<file path="config.mk">
export PLATFORM = sky130hd
export DESIGN_NAME = hkbt_ram
export DESIGN_NICKNAME = d
export VERILOG_FILES = /design/src/hkbt_ram.sv
export SDC_FILE = /design/constraint.sdc
export NUM_CORES = 2
export LEC_CHECK = 0
export BUFFER_PORTS_ARGS = -buffer_cell sky130_fd_sc_hd__buf_4
export CAP_MARGIN = 20
export CORE_ASPECT_RATIO = 2
export CORE_UTILIZATION = 35
export CTS_BUF_LIST = sky130_fd_sc_hd__clkbuf_16
export DETAILED_ROUTE_END_ITERATION = 10
export RECOVER_POWER = 100
export SLEW_MARGIN = 20
export SYNTH_ARGS = -nofsm -noshare
export SYNTH_HDL_FRONTEND = slang
export SYNTH_SLANG_ARGS = --single-unit
</file>
<file path="constraint.sdc">
create_clock -name clk -period 5.74 [get_ports clk]
set_input_delay 1.148 -clock clk [delete_from_list [all_inputs] [get_ports clk]]
set_output_delay 1.148 -clock clk [all_outputs]
set_load 0.02 [all_outputs]
</file>
<file path="src/hkbt_ram.sv">
`timescale 1ns / 1ps

module hkbt_ram #(
  parameter int WIDTH = 32,
  parameter int DEPTH = 128
) (
  input  logic                     clk,
  input  logic                     we,
  input  logic [$clog2(DEPTH)-1:0] waddr,
  input  logic [WIDTH-1:0]         wdata,
  input  logic [$clog2(DEPTH)-1:0] raddr,
  output logic [WIDTH-1:0]         rdata
);

  logic [WIDTH-1:0] mem [DEPTH];

  always_ff @(posedge clk) begin
    if (we) begin
      mem[waddr] <= wdata;
    end
    rdata <= mem[raddr];
  end

endmodule

</file>
==> metrics.yaml <==
status:
  run_status: "finished, violations left"
  violations: "capacitance limit, slew limit"
sta:
  final-setup-viol-count: 0
  fmax_mhz: 204
  post-route-period-util: 0.854
  tightest_slew_ps: 4710
  rsz0062_at_grt: "false"
  layout_min_cycle_time_ps: 4900
  slew_violations: 4113
  final_hold_viol_count: 0
  tns_ps: 0
  maxSlewHeadroom: -2.14
  finClkSkew_ps: 71.8
cts:
  clockRootBuffer: "clkbuf_16"
  hold_buffers: 0
  clock_path_buffers: 4
  cts_tree: "built"
  numCtsBuffers: 324
  cts_setup_buffers: 0
  path_clk_slew_ps: 70
  insertion_delay_ps: 940
  cts_sinks: 4128
  post_cts_resized: 0
  cts-htree-levels: 5
final_layout:
  fillers: 38731
  syn_to_final_growth_pct: 13.5
  layout-drive-gt1-share: 0.324
  fin_cells: 13135
  final_common_cell: "edfxtp_1"
  final_cell_mix: "4096 x edfxtp_1, 1344 x mux4_2, 331 x clkbuf_16"
  final_nets: 6430
  final_util: 0.399
power:
  power_leakage_nw: 52.7
  power.density_nw_per_um2: 334
  ir_worst_vdd_v: 0.000261
drt:
  firstDrtPassIters: 6
  drc: 0
  vias_per_cell: 5.41
  routed_wl_mm: 467
  vias: 71012
  wl_per_cell_um: 35.5
  drtIter0Drc: 8056
  ant_nets: 0
yosys:
  avgSynthCellArea_um2: 26.1
  netlist_instances: 5990
  syn_area_um2: 156000
  yosys_warnings: 0
  ys_types: 17
  synth-seq-cells: 4128
  syn_nets: 6038
  yosysSeqAreaShare: 0.791
setup_path:
  start_kind: "primary input"
  critPathMaxFanout: 28
  crit_type: "in2reg"
  cp-startpoint: "waddr[0]"
  r2r-start: "mem[127][22]"
  end_kind: "register"
  required_ps: 6270
  arrival_ps: 5430
placed_design:
  portBuffers: 79
  dpl.hpwl_mm: 290
  placedCellCount: 11970
  gp_congestion: 0.844
worst_hold_path:
  hp-class: "in2reg"
  hold_start: "waddr[3]"
grt:
  grt_use_met3: 0.0286
  top_usage_layer: "met2"
  globalRouteMet1Util: 0.212
  grt_usage: 0.208
  met2_usage: 0.374
  gr-total-overflow: 0
  grt_pass1_vias: 73301
  grt_max_degree: 97
  grt_pass1_wl_mm: 630
  antenna_found_initial: 124
die:
  dieHeight_um: 947
  core_um2: 444000
  dieArea_um2: 449000
  fp.dieW_um: 474
  rows: 346
  io_pins: 80
  initial_core_util: 0.352
flow_run:
  cap_viol_max_count: 95
==> power by group <==
group	leakage, nW	internal [mW]	switching, mW	total (mW)
logic	10.4	1.22	2.35	3.57
registers	37.1	33.3	0.173	33.5
clock network	5.16	11.5	10.6	22.1
==> cell families after synthesis <==
group / Yosys count / share of synthesized area
flip-flops: 4128 / 0.791
multiplexers: 1376 / 0.196
buffers and inverters: 316 / 0.00839
AND/OR/NAND/NOR: 170 / 0.00446
==> sequential cells by signal, summed over array words and instances, names as in the netlist <==
name   count
mem     4096
rdata     32
==> metal layers <==
| layer | share of wire | wire, um |
|---|---|---|
| met2 | 0.54 | 251000 |
| met3 | 0.062 | 28700 |
| met4 | 0.084 | 39000 |
| met1 | 0.32 | 147000 |
| met5 | 0.00054 | 254 |
==> synth_stat cells <==
cell / number / share of area
edfxtp_1: 4096 / 0.79
mux4_2: 1344 / 0.19
clkbuf_1: 182 / 0.0044
nor2_1: 122 / 0.0029
buf_2: 79 / 0.0025
buf_1: 50 / 0.0012
dfxtp_1: 32 / 0.0041
mux2_2: 32 / 0.0023
nand2_1: 14 / 0.00034
nand3_1: 12 / 0.00038
nor3_1: 9 / 0.00029
nor2b_1: 7 / 0.00028
buf_4: 3 / 0.00014
nand4_1: 3 / 0.00012
buf_6: 2 / 0.00014
nand2b_1: 2 / 0.000080
or3_1: 1 / 0.000040
==> worst paths after layout <==
path / endpoint / slack [ps] / cells after the start
max reg2reg: rdata[22] / 2880 / 4
min: mem[121][15] / 940 / 3
min reg2reg: rdata[10] / 1130 / 4
max: mem[17][19] / 840 / 4
==> critical path, stage by stage <==
cell and delay, ps:
clkbuf_1 600, nand3_1 1410, nor2_1 1050, clkbuf_2 1090
==> stage by stage <==
stage / setup slack (ps) / area [um2] / total power, mW / hold slack (ps)
2_1_floorplan: 1350 / 156000 / 35.6 / 1070
3_3_place_gp: 907 / 167000 / 37.7 / 1110
3_5_place_dp: 870 / 167000 / 37.8 / 1110
4_1_cts: 1870 / 177000 / 59.5 / 608
5_1_grt: 888 / 177000 / 60.5 / 952
6_report: 837 / 177000 / 59.2 / 938
==> cell type report <==
type | instances | area [um2] | area share
clock buffers | 331 | 8280 | 0.0467
diodes | 591 | 1480 | 0.00834
flip-flops and latches | 4128 | 124000 | 0.697
well taps | 5916 | 7400 | 0.0417
multi-input cells | 1546 | 31900 | 0.180
clock inverters | 241 | 1770 | 0.00996
repair buffers | 382 | 2880 | 0.0162
(Power assumes the default switching activity.)
