## config.mk

```make
export PLATFORM = sky130hd
export DESIGN_NAME = hkbt_mod_unit
export DESIGN_NICKNAME = d
export VERILOG_FILES = /design/src/hkbt_pkg.sv /design/src/hkbt_mod_unit.sv
export SDC_FILE = /design/constraint.sdc
export NUM_CORES = 1
export LEC_CHECK = 0
export BUFFER_PORTS_ARGS = -buffer_cell sky130_fd_sc_hd__buf_2
export CORE_MARGIN = 10
export CORE_UTILIZATION = 58
export CTS_CLUSTER_DIAMETER = 40
export CTS_CLUSTER_SIZE = 16
export DETAILED_ROUTE_END_ITERATION = 6
export PLACE_DENSITY = 0.94
export SYNTH_ARGS = -nofsm -noshare
export SYNTH_HDL_FRONTEND = slang
export SYNTH_SLANG_ARGS = --single-unit
export TNS_END_PERCENT = 5
```

## constraint.sdc

```tcl
create_clock -name clk -period 3.45 [get_ports clk]
set_clock_uncertainty 0.15 [all_clocks]
set_input_delay 0.69 -clock clk [delete_from_list [all_inputs] [get_ports clk]]
set_output_delay 0.69 -clock clk [all_outputs]
set_load 0.01 [all_outputs]
```

## src/hkbt_pkg.sv

```systemverilog
`timescale 1ns / 1ps

package hkbt_pkg;

  // table geometry
  localparam int BUCKETS         = 16;
  localparam int BUCKET_DEPTH    = 8;
  localparam int SLOTS           = BUCKETS * BUCKET_DEPTH;
  localparam int SLOT_W          = $clog2(SLOTS);
  localparam int DEPTH_W         = (BUCKET_DEPTH > 1) ? $clog2(BUCKET_DEPTH) : 1;
  localparam int DEFAULT_BUCKETS = 4;

  // field widths
  localparam int KEY_W   = 32;
  localparam int VAL_W   = 32;
  localparam int OPC_W   = 3;
  localparam int NB_W    = 5;
  localparam int COUNT_W = 8;
  localparam int KCNT_W  = $clog2(KEY_W);

  typedef enum logic [OPC_W-1:0] {
    OP_LOOKUP        = 3'd0,
    OP_SEARCH_INSERT = 3'd1,
    OP_UPSERT        = 3'd2,
    OP_ERASE         = 3'd3,
    OP_CLEAR         = 3'd4
  } opcode_t;

endpackage

```

## src/hkbt_mod_unit.sv

```systemverilog
`timescale 1ns / 1ps

// bit-serial remainder of key by a small divisor, one key bit per cycle
module hkbt_mod_unit (
  input  logic                      clk,
  input  logic                      rst_n,
  input  logic                      start,
  input  logic [hkbt_pkg::KEY_W-1:0] key,
  input  logic [hkbt_pkg::NB_W-1:0]  divisor,
  output logic                      done,
  output logic [hkbt_pkg::NB_W-1:0]  rem
);

  import hkbt_pkg::*;

  logic              busy_r;
  logic              done_r;
  logic [KCNT_W-1:0] cnt_r;
  logic [KEY_W-1:0]  key_r;
  logic [NB_W-1:0]   div_r;
  logic [NB_W-1:0]   rem_r;
  logic [NB_W:0]     trial;
  logic [NB_W:0]     diff;

  assign trial = {rem_r, key_r[KEY_W-1]};
  assign diff  = trial - {1'b0, div_r};

  always_ff @(posedge clk) begin
    if (!rst_n) begin
      busy_r <= 1'b0;
      done_r <= 1'b0;
    end else begin
      done_r <= 1'b0;
      if (start) begin
        busy_r <= 1'b1;
        cnt_r  <= '0;
        key_r  <= key;
        div_r  <= divisor;
        rem_r  <= '0;
      end else if (busy_r) begin
        key_r <= {key_r[KEY_W-2:0], 1'b0};
        cnt_r <= cnt_r + 1'b1;
        if (trial >= {1'b0, div_r}) begin
          rem_r <= diff[NB_W-1:0];
        end else begin
          rem_r <= trial[NB_W-1:0];
        end
        if (cnt_r == KCNT_W'(KEY_W - 1)) begin
          busy_r <= 1'b0;
          done_r <= 1'b1;
        end
      end
    end
  end

  assign done = done_r;
  assign rem  = rem_r;

endmodule

```

==> impl_metrics.py, run 1 <==
metrics = {
    "timing": {
        "final.min_clock_period_ns": 2.26,
        "worst_pin_slew_ns": 0.524,
        "fin_crit_sh_pct": 65.6,
        "finalHoldViolations": 0,
        "rsz0062_at_grt": "no",
        "setup_tns_ns": 0,
        "max_clock_freq_ghz": 0.442,
        "drv_slew": 0,
        "final-setup-viol-count": 0,
        "slew_headroom_pct": 65.1,
    },
    "routing": {
        "drt-vias-per-instance": 5.54,
        "drt_iter0_markers": 89,
        "drc": 0,
        "routed_wl_mm": 4.24,
        "drtAntennaViolNets": 0,
        "drtPass1Iterations": 4,
        "route.vias.total": 1318,
        "wl_per_cell_um": 17.8,
    },
    "power": {
        "power.switching_w": 0.000286,
        "p_int_w": 0.00103,
        "power.share.clock_pct": 31.6,
        "switching_share_pct": 21.8,
        "pwr_density_cell_mw_per_mm2": 503,
        "p_seq_share_pct": 55.0,
        "peakVddDrop_mv": 0.370,
        "comb_power_share_pct": 13.4,
        "power_leakage_nw": 1.04,
    },
    "final_layout": {
        "synthToLayoutAreaGrowth_pct": 17.8,
        "multi_input_area_um2": 709,
        "n_antenna_cell": 0,
        "layout-drive-gt1-share_pct": 46.8,
        "fin_util_pct": 70.8,
        "register_area_mm2": 0.00145,
        "n_fill_cell": 244,
        "nNetsFinal": 237,
    },
    "placed_design": {
        "portBuffers": 45,
        "place_congestion": 0.872,
        "dp_hpwl_mm": 3.15,
    },
    "worst_setup_path": {
        "crit_type": "flip-flop to flip-flop",
        "cp_max_fo": 8,
        "cp.required_ns": 3.33,
        "cp-start-kind": "flip-flop",
        "endpoint_kind": "flip-flop",
        "cp.arrival_ns": 2.14,
        "rr_worst_depth": 8,
    },
    "clocking": {
        "clk_pin_slew_ns": 0.08,
        "cts.sinks": 49,
        "clock_path_buffers": 2,
        "cts_resized": 0,
        "root_buffer": "clkbuf_8",
        "cts_setup_buffers": 0,
        "clk_latency_ns": 0.29,
        "cts_max_level": 2,
        "tritoncts": "done",
        "hold_buffers": 0,
        "cts_buffers": 5,
    },
    "die": {
        "start_util_pct": 60.1,
        "num_io_pins": 46,
        "rows": 22,
        "die_y_um": 81.8,
        "die_x_um": 81.8,
        "die-area_mm2": 0.00670,
        "core_mm2": 0.00369,
    },
    "grt": {
        "antenna_found_initial": 0,
        "grt.overflow.total": 0,
        "grt_usage_pct": 13.6,
        "grt_pass1_vias": 1476,
        "grt_pass1_wl_mm": 6.93,
        "grt_max_degree": 43,
    },
    "synth": {
        "ys_ff_latch": 49,
        "synthArstFlopShare_pct": 0,
        "synth.largest_area_cell": "edfxtp_1",
        "synthTopCellsByArea": "edfxtp_1 (64%), mux2_2 (16%), ha_1 (4.0%)",
        "ys_warn_count": 0,
        "synth_ff_type": "edfxtp_1",
        "synth_seq_area_share_pct": 65.5,
        "syn-num-nets": 188,
        "yosys-top-cells-count": "edfxtp_1 (47), mux2_2 (31), inv_1 (9)",
        "synth_edf_count": 47,
        "syn_area_per_cell_um2": 15.8,
        "synth_top_area_share_pct": 63.7,
        "syn_inst": 140,
        "yosysMostFrequentCell": "edfxtp_1",
        "synth_cell_type_count": 27,
        "syn_area_mm2": 0.00222,
    },
    "run_status": {
        "status": "complete, no violations",
    },
    "hold_path": {
        "hold_path_class": "flip-flop to flip-flop",
        "holdPathStages": 1,
    },
    "flow_run": {
        "drv_cap": 0,
    },
}
==> registers in the layout, summed over array words and instances, names as in the netlist <==
signal,flops
done,1
key_r,32
rem,5
busy_r,1
div_r,5
cnt_r,5
==> worst max-delay path: stages, from the launching register on <==
cell	delay [ns]
edfxtp_1	0.40
inv_1	0.07
ha_1	0.15
inv_1	0.06
fa_1	0.43
a21oi_1	0.27
o221ai_4	0.21
nor2_1	0.17
a211oi_1	0.07
==> worst paths after layout <==
kind	slack (ns)	endpoint	startpoint
hold / removal	0.38	done$_SDFF_PP0_	busy_r$_SDFF_PN0_
setup / recovery	1.19	rem[0]$_SDFFCE_PP0P_	key_r[31]$_DFFE_PP_
setup reg to reg	1.19	rem[0]$_SDFFCE_PP0P_	key_r[31]$_DFFE_PP_
hold reg to reg	0.38	done$_SDFF_PP0_	busy_r$_SDFF_PN0_
==> placed cells by master, fill, tap and decap left out, types with 4 or more instances in the layout <==
cell type and instances:
edfxtp_1 47, ha_1 7, inv_1 9, buf_2 45, xnor2_1 4, nor2_1 7
nand2_1 6, clkbuf_8 6, mux2_2 31
==> power groups by stage <==
stage / Sequential (W) / Clock (W) / Combinational [W]
after detailed placement: 0.000735 / 0 / 0.000174
final: 0.000722 / 0.000415 / 0.000176
after CTS: 0.000722 / 0.000419 / 0.000177
after global routing: 0.000726 / 0.000444 / 0.000195
after global placement: 0.000732 / 0 / 0.000163
after floorplan: 0.000733 / 0 / 0.000119
==> area by class of cell <==
| class | instances | area share (%) |
|---|---|---|
| flip-flops and latches | 49 | 55.6 |
| well taps | 48 | 2.30 |
| inverters | 9 | 1.29 |
| repair buffers | 47 | 9.20 |
| multi-input cells | 77 | 27.2 |
| clock buffers | 7 | 3.31 |
| clock inverters | 1 | 1.15 |
==> cell families after synthesis <==
group	count (synthesis)	synth area share (%)
flops	49	65.5
mux	32	16.2
simple gates	22	4.97
buf+inv	14	2.60
compound gates	10	3.95
fa+ha+maj	8	4.85
xor+xnor	5	1.98
==> through the flow <==
stage | area (um2) | worst slack, ns | hold WS [ns] | total power [W] | instances
2_1_floorplan | 2220 | 0.974 | 0.340 | 0.000852 | 140
3_3_place_gp | 2490 | 1.33 | 0.351 | 0.000895 | 230
3_5_place_dp | 2490 | 1.27 | 0.351 | 0.000910 | 230
4_1_cts | 2610 | 1.22 | 0.378 | 0.00132 | 238
5_1_grt | 2610 | 1.13 | 0.397 | 0.00136 | 238
6_report | 2610 | 1.19 | 0.377 | 0.00131 | 238
==> routing by layer <==
metal / GRT usage [%] / share of wire (%) / vias to the layer above
li1: - / - / 617
met1: 15.4 / 39 / 652
met2: 23.8 / 52 / 45
met3: 5.24 / 8.4 / 4
met4: 3.06 / 0.57 / 0
met5: 0 / 0 / -
No activity file was read; power rests on OpenSTA's default activity.
==> inputs of run 2 (changes only) <==
--- a/config.mk
+++ b/config.mk
@@ -7,11 +7,11 @@
 export LEC_CHECK = 0
 export BUFFER_PORTS_ARGS = -buffer_cell sky130_fd_sc_hd__buf_2
 export CORE_MARGIN = 10
-export CORE_UTILIZATION = 58
+export CORE_UTILIZATION = 49
 export CTS_CLUSTER_DIAMETER = 40
 export CTS_CLUSTER_SIZE = 16
 export DETAILED_ROUTE_END_ITERATION = 6
-export PLACE_DENSITY = 0.94
+export PLACE_DENSITY = 0.85
 export SYNTH_ARGS = -nofsm -noshare
 export SYNTH_HDL_FRONTEND = slang
 export SYNTH_SLANG_ARGS = --single-unit
==> constraint.sdc (replaced) <==
create_clock -name clk -period 2 [get_ports clk]
set_clock_uncertainty 0.15 [all_clocks]
set_input_delay 0.4 -clock clk [delete_from_list [all_inputs] [get_ports clk]]
set_output_delay 0.4 -clock clk [all_outputs]
set_load 0.01 [all_outputs]
==> run 2 against run 1 <==
Compared with the run above: the run now ends with setup timing left; highest routed layer unchanged; cell area up 2.8%; critical path type unchanged; critical path depth is 1 higher; first-iteration DRC count down 38%.
==> impl_metrics.py, run 2 (synthesis gave the netlist of run 1 again) <==
metrics = {
    "final_layout": {
        "n_antenna_cell": 0,
        "fin_util_pct": 61.7,
        "nNetsFinal": 246,
        "synthToLayoutAreaGrowth_pct": 21.1,
        "final_cell_area_mm2": 0.00269,
        "final_cell_mix": "edfxtp_1 (47), buf_2 (45), mux2_2 (31)",
        "final_common_cell": "edfxtp_1",
        "regMostFlops": "key_r",
        "layout-drive-gt1-share_pct": 51.8,
        "largest_reg_flops": 32,
    },
    "worst_setup_path": {
        "crit_start": "key_r[31]$_DFFE_PP_",
        "crit_type": "flip-flop to flip-flop",
        "cp.required_ns": 1.90,
        "r2r-start": "key_r[31]$_DFFE_PP_",
        "endpoint_kind": "flip-flop",
        "cp-start-kind": "flip-flop",
        "cp.arrival_ns": 1.97,
        "cp_max_fo": 6,
        "rr_worst_depth": 9,
    },
    "timing": {
        "max_clock_freq_ghz": 0.483,
        "setup_tns_ns": -0.148,
        "drv_slew": 0,
        "final.min_clock_period_ns": 2.07,
        "worst_pin_slew_ns": 0.319,
        "final-setup-viol-count": 3,
        "hold_ws_ns": 0.125,
        "fin_crit_sh_pct": 104,
        "finalHoldViolations": 0,
        "slew_headroom_pct": 78.7,
        "rsz0062_at_grt": "yes",
        "fin_ws_ns": -0.0708,
    },
    "routing": {
        "drtAntennaViolNets": 0,
        "wl_per_cell_um": 16.6,
        "routed_wl_mm": 4.16,
        "drt_iter0_markers": 55,
        "drt-vias-per-instance": 5.20,
        "drc": 0,
        "route.vias.total": 1306,
        "drtPass1Iterations": 6,
    },
    "die": {
        "rows": 24,
        "start_util_pct": 50.9,
        "core_mm2": 0.00435,
        "die_y_um": 87.3,
        "num_io_pins": 46,
        "die-area_mm2": 0.00762,
        "die_x_um": 87.3,
    },
    "clocking": {
        "root_buffer": "clkbuf_8",
        "hold_buffers": 0,
        "clk_pin_slew_ns": 0.09,
        "cts_max_level": 2,
        "cts_buffers": 5,
        "clk_latency_ns": 0.30,
        "cts.sinks": 49,
        "tritoncts": "done",
        "clock_path_buffers": 2,
    },
    "grt": {
        "grt_max_degree": 29,
        "grt_pass1_vias": 1370,
        "grt_pass1_wl_mm": 6.60,
        "antenna_found_initial": 0,
        "grt_usage_pct": 11.1,
        "grt.overflow.total": 0,
    },
    "placed_design": {
        "place_area_mm2": 0.00256,
        "portBuffers": 45,
        "dp_hpwl_mm": 2.99,
        "place_congestion": 0.800,
    },
    "run_status": {
        "status": "complete, but fails checks",
        "violations": "setup timing",
    },
    "hold_path": {
        "holdPathStages": 1,
        "hold_path_class": "input pin to flip-flop",
        "hp-start": "divisor[4]",
    },
    "flow_run": {
        "drv_cap": 0,
    },
    "power": {
        "power_leakage_nw": 1.07,
        "pwr_density_cell_mw_per_mm2": 798,
        "peakVddDrop_mv": 0.466,
    },
}
run 2: cell count changes in the layout (fill, tap and decap cells not counted), sizes merged:
cell,before,now
clkbuf,7,5
clkinv,0,3
bufinv,1,0
buf,47,56
run 2: final cells by class:
cell class              instances  area, um2
flip-flops and latches         49       1450
fillers                       315       1670
multi-input cells              77        733
repair buffers                 56        320
clock inverters                 3       12.5
well taps                      52       65.1
inverters                       9       33.8
clock buffers                   5       68.8
run 2: path summary, 6_finish.rpt:
check / slack [ns] / end
max: -0.07 / rem[0]$_SDFFCE_PP0P_
min: 0.12 / div_r[4]$_DFFE_PP_
max reg2reg: -0.07 / rem[0]$_SDFFCE_PP0P_
min reg2reg: 0.36 / done$_SDFF_PP0_
run 2: routing by layer:
| metal | global-route usage, % | share of wire (%) | wire (um) |
|---|---|---|---|
| met4 | 4.06 | 2.4 | 98 |
| met3 | 4.49 | 8.3 | 345 |
| met5 | 0 | 0 | 0 |
| met2 | 18.3 | 49 | 2040 |
| met1 | 12.6 | 40 | 1680 |
run 2: stage by stage:
stage	std cells	power (W)	setup WS, ns
2_1_floorplan	140	0.00147	-0.0247
3_3_place_gp	240	0.00157	-0.0326
3_5_place_dp	240	0.00159	-0.0958
4_1_cts	249	0.00214	0.0106
5_1_grt	251	0.00223	-0.174
6_report	251	0.00214	-0.0708
run 2: critical path, cell delays in order, from the launching register on:
cell	delay, ns
edfxtp_1	0.41
inv_2	0.08
ha_4	0.13
inv_2	0.04
fa_2	0.37
a21oi_2	0.18
o221ai_4	0.17
buf_4	0.17
nor2_1	0.08
a211oi_1	0.05
run 2: timing repair:
item                                    in CTS  in global routing
pin swaps                                    1                  6
endpoints found under the setup margin       5                  5
buffers inserted                             1                  2
resized for setup                            2                  5
run 2: power by group:
| part | leakage (nW) | switching (W) | internal, W |
|---|---|---|---|
| clock | 0.0430 | 0.000317 | 0.000236 |
| combinational | 0.559 | 0.000165 | 0.000182 |
| sequential | 0.466 | 0.0000280 | 0.00122 |
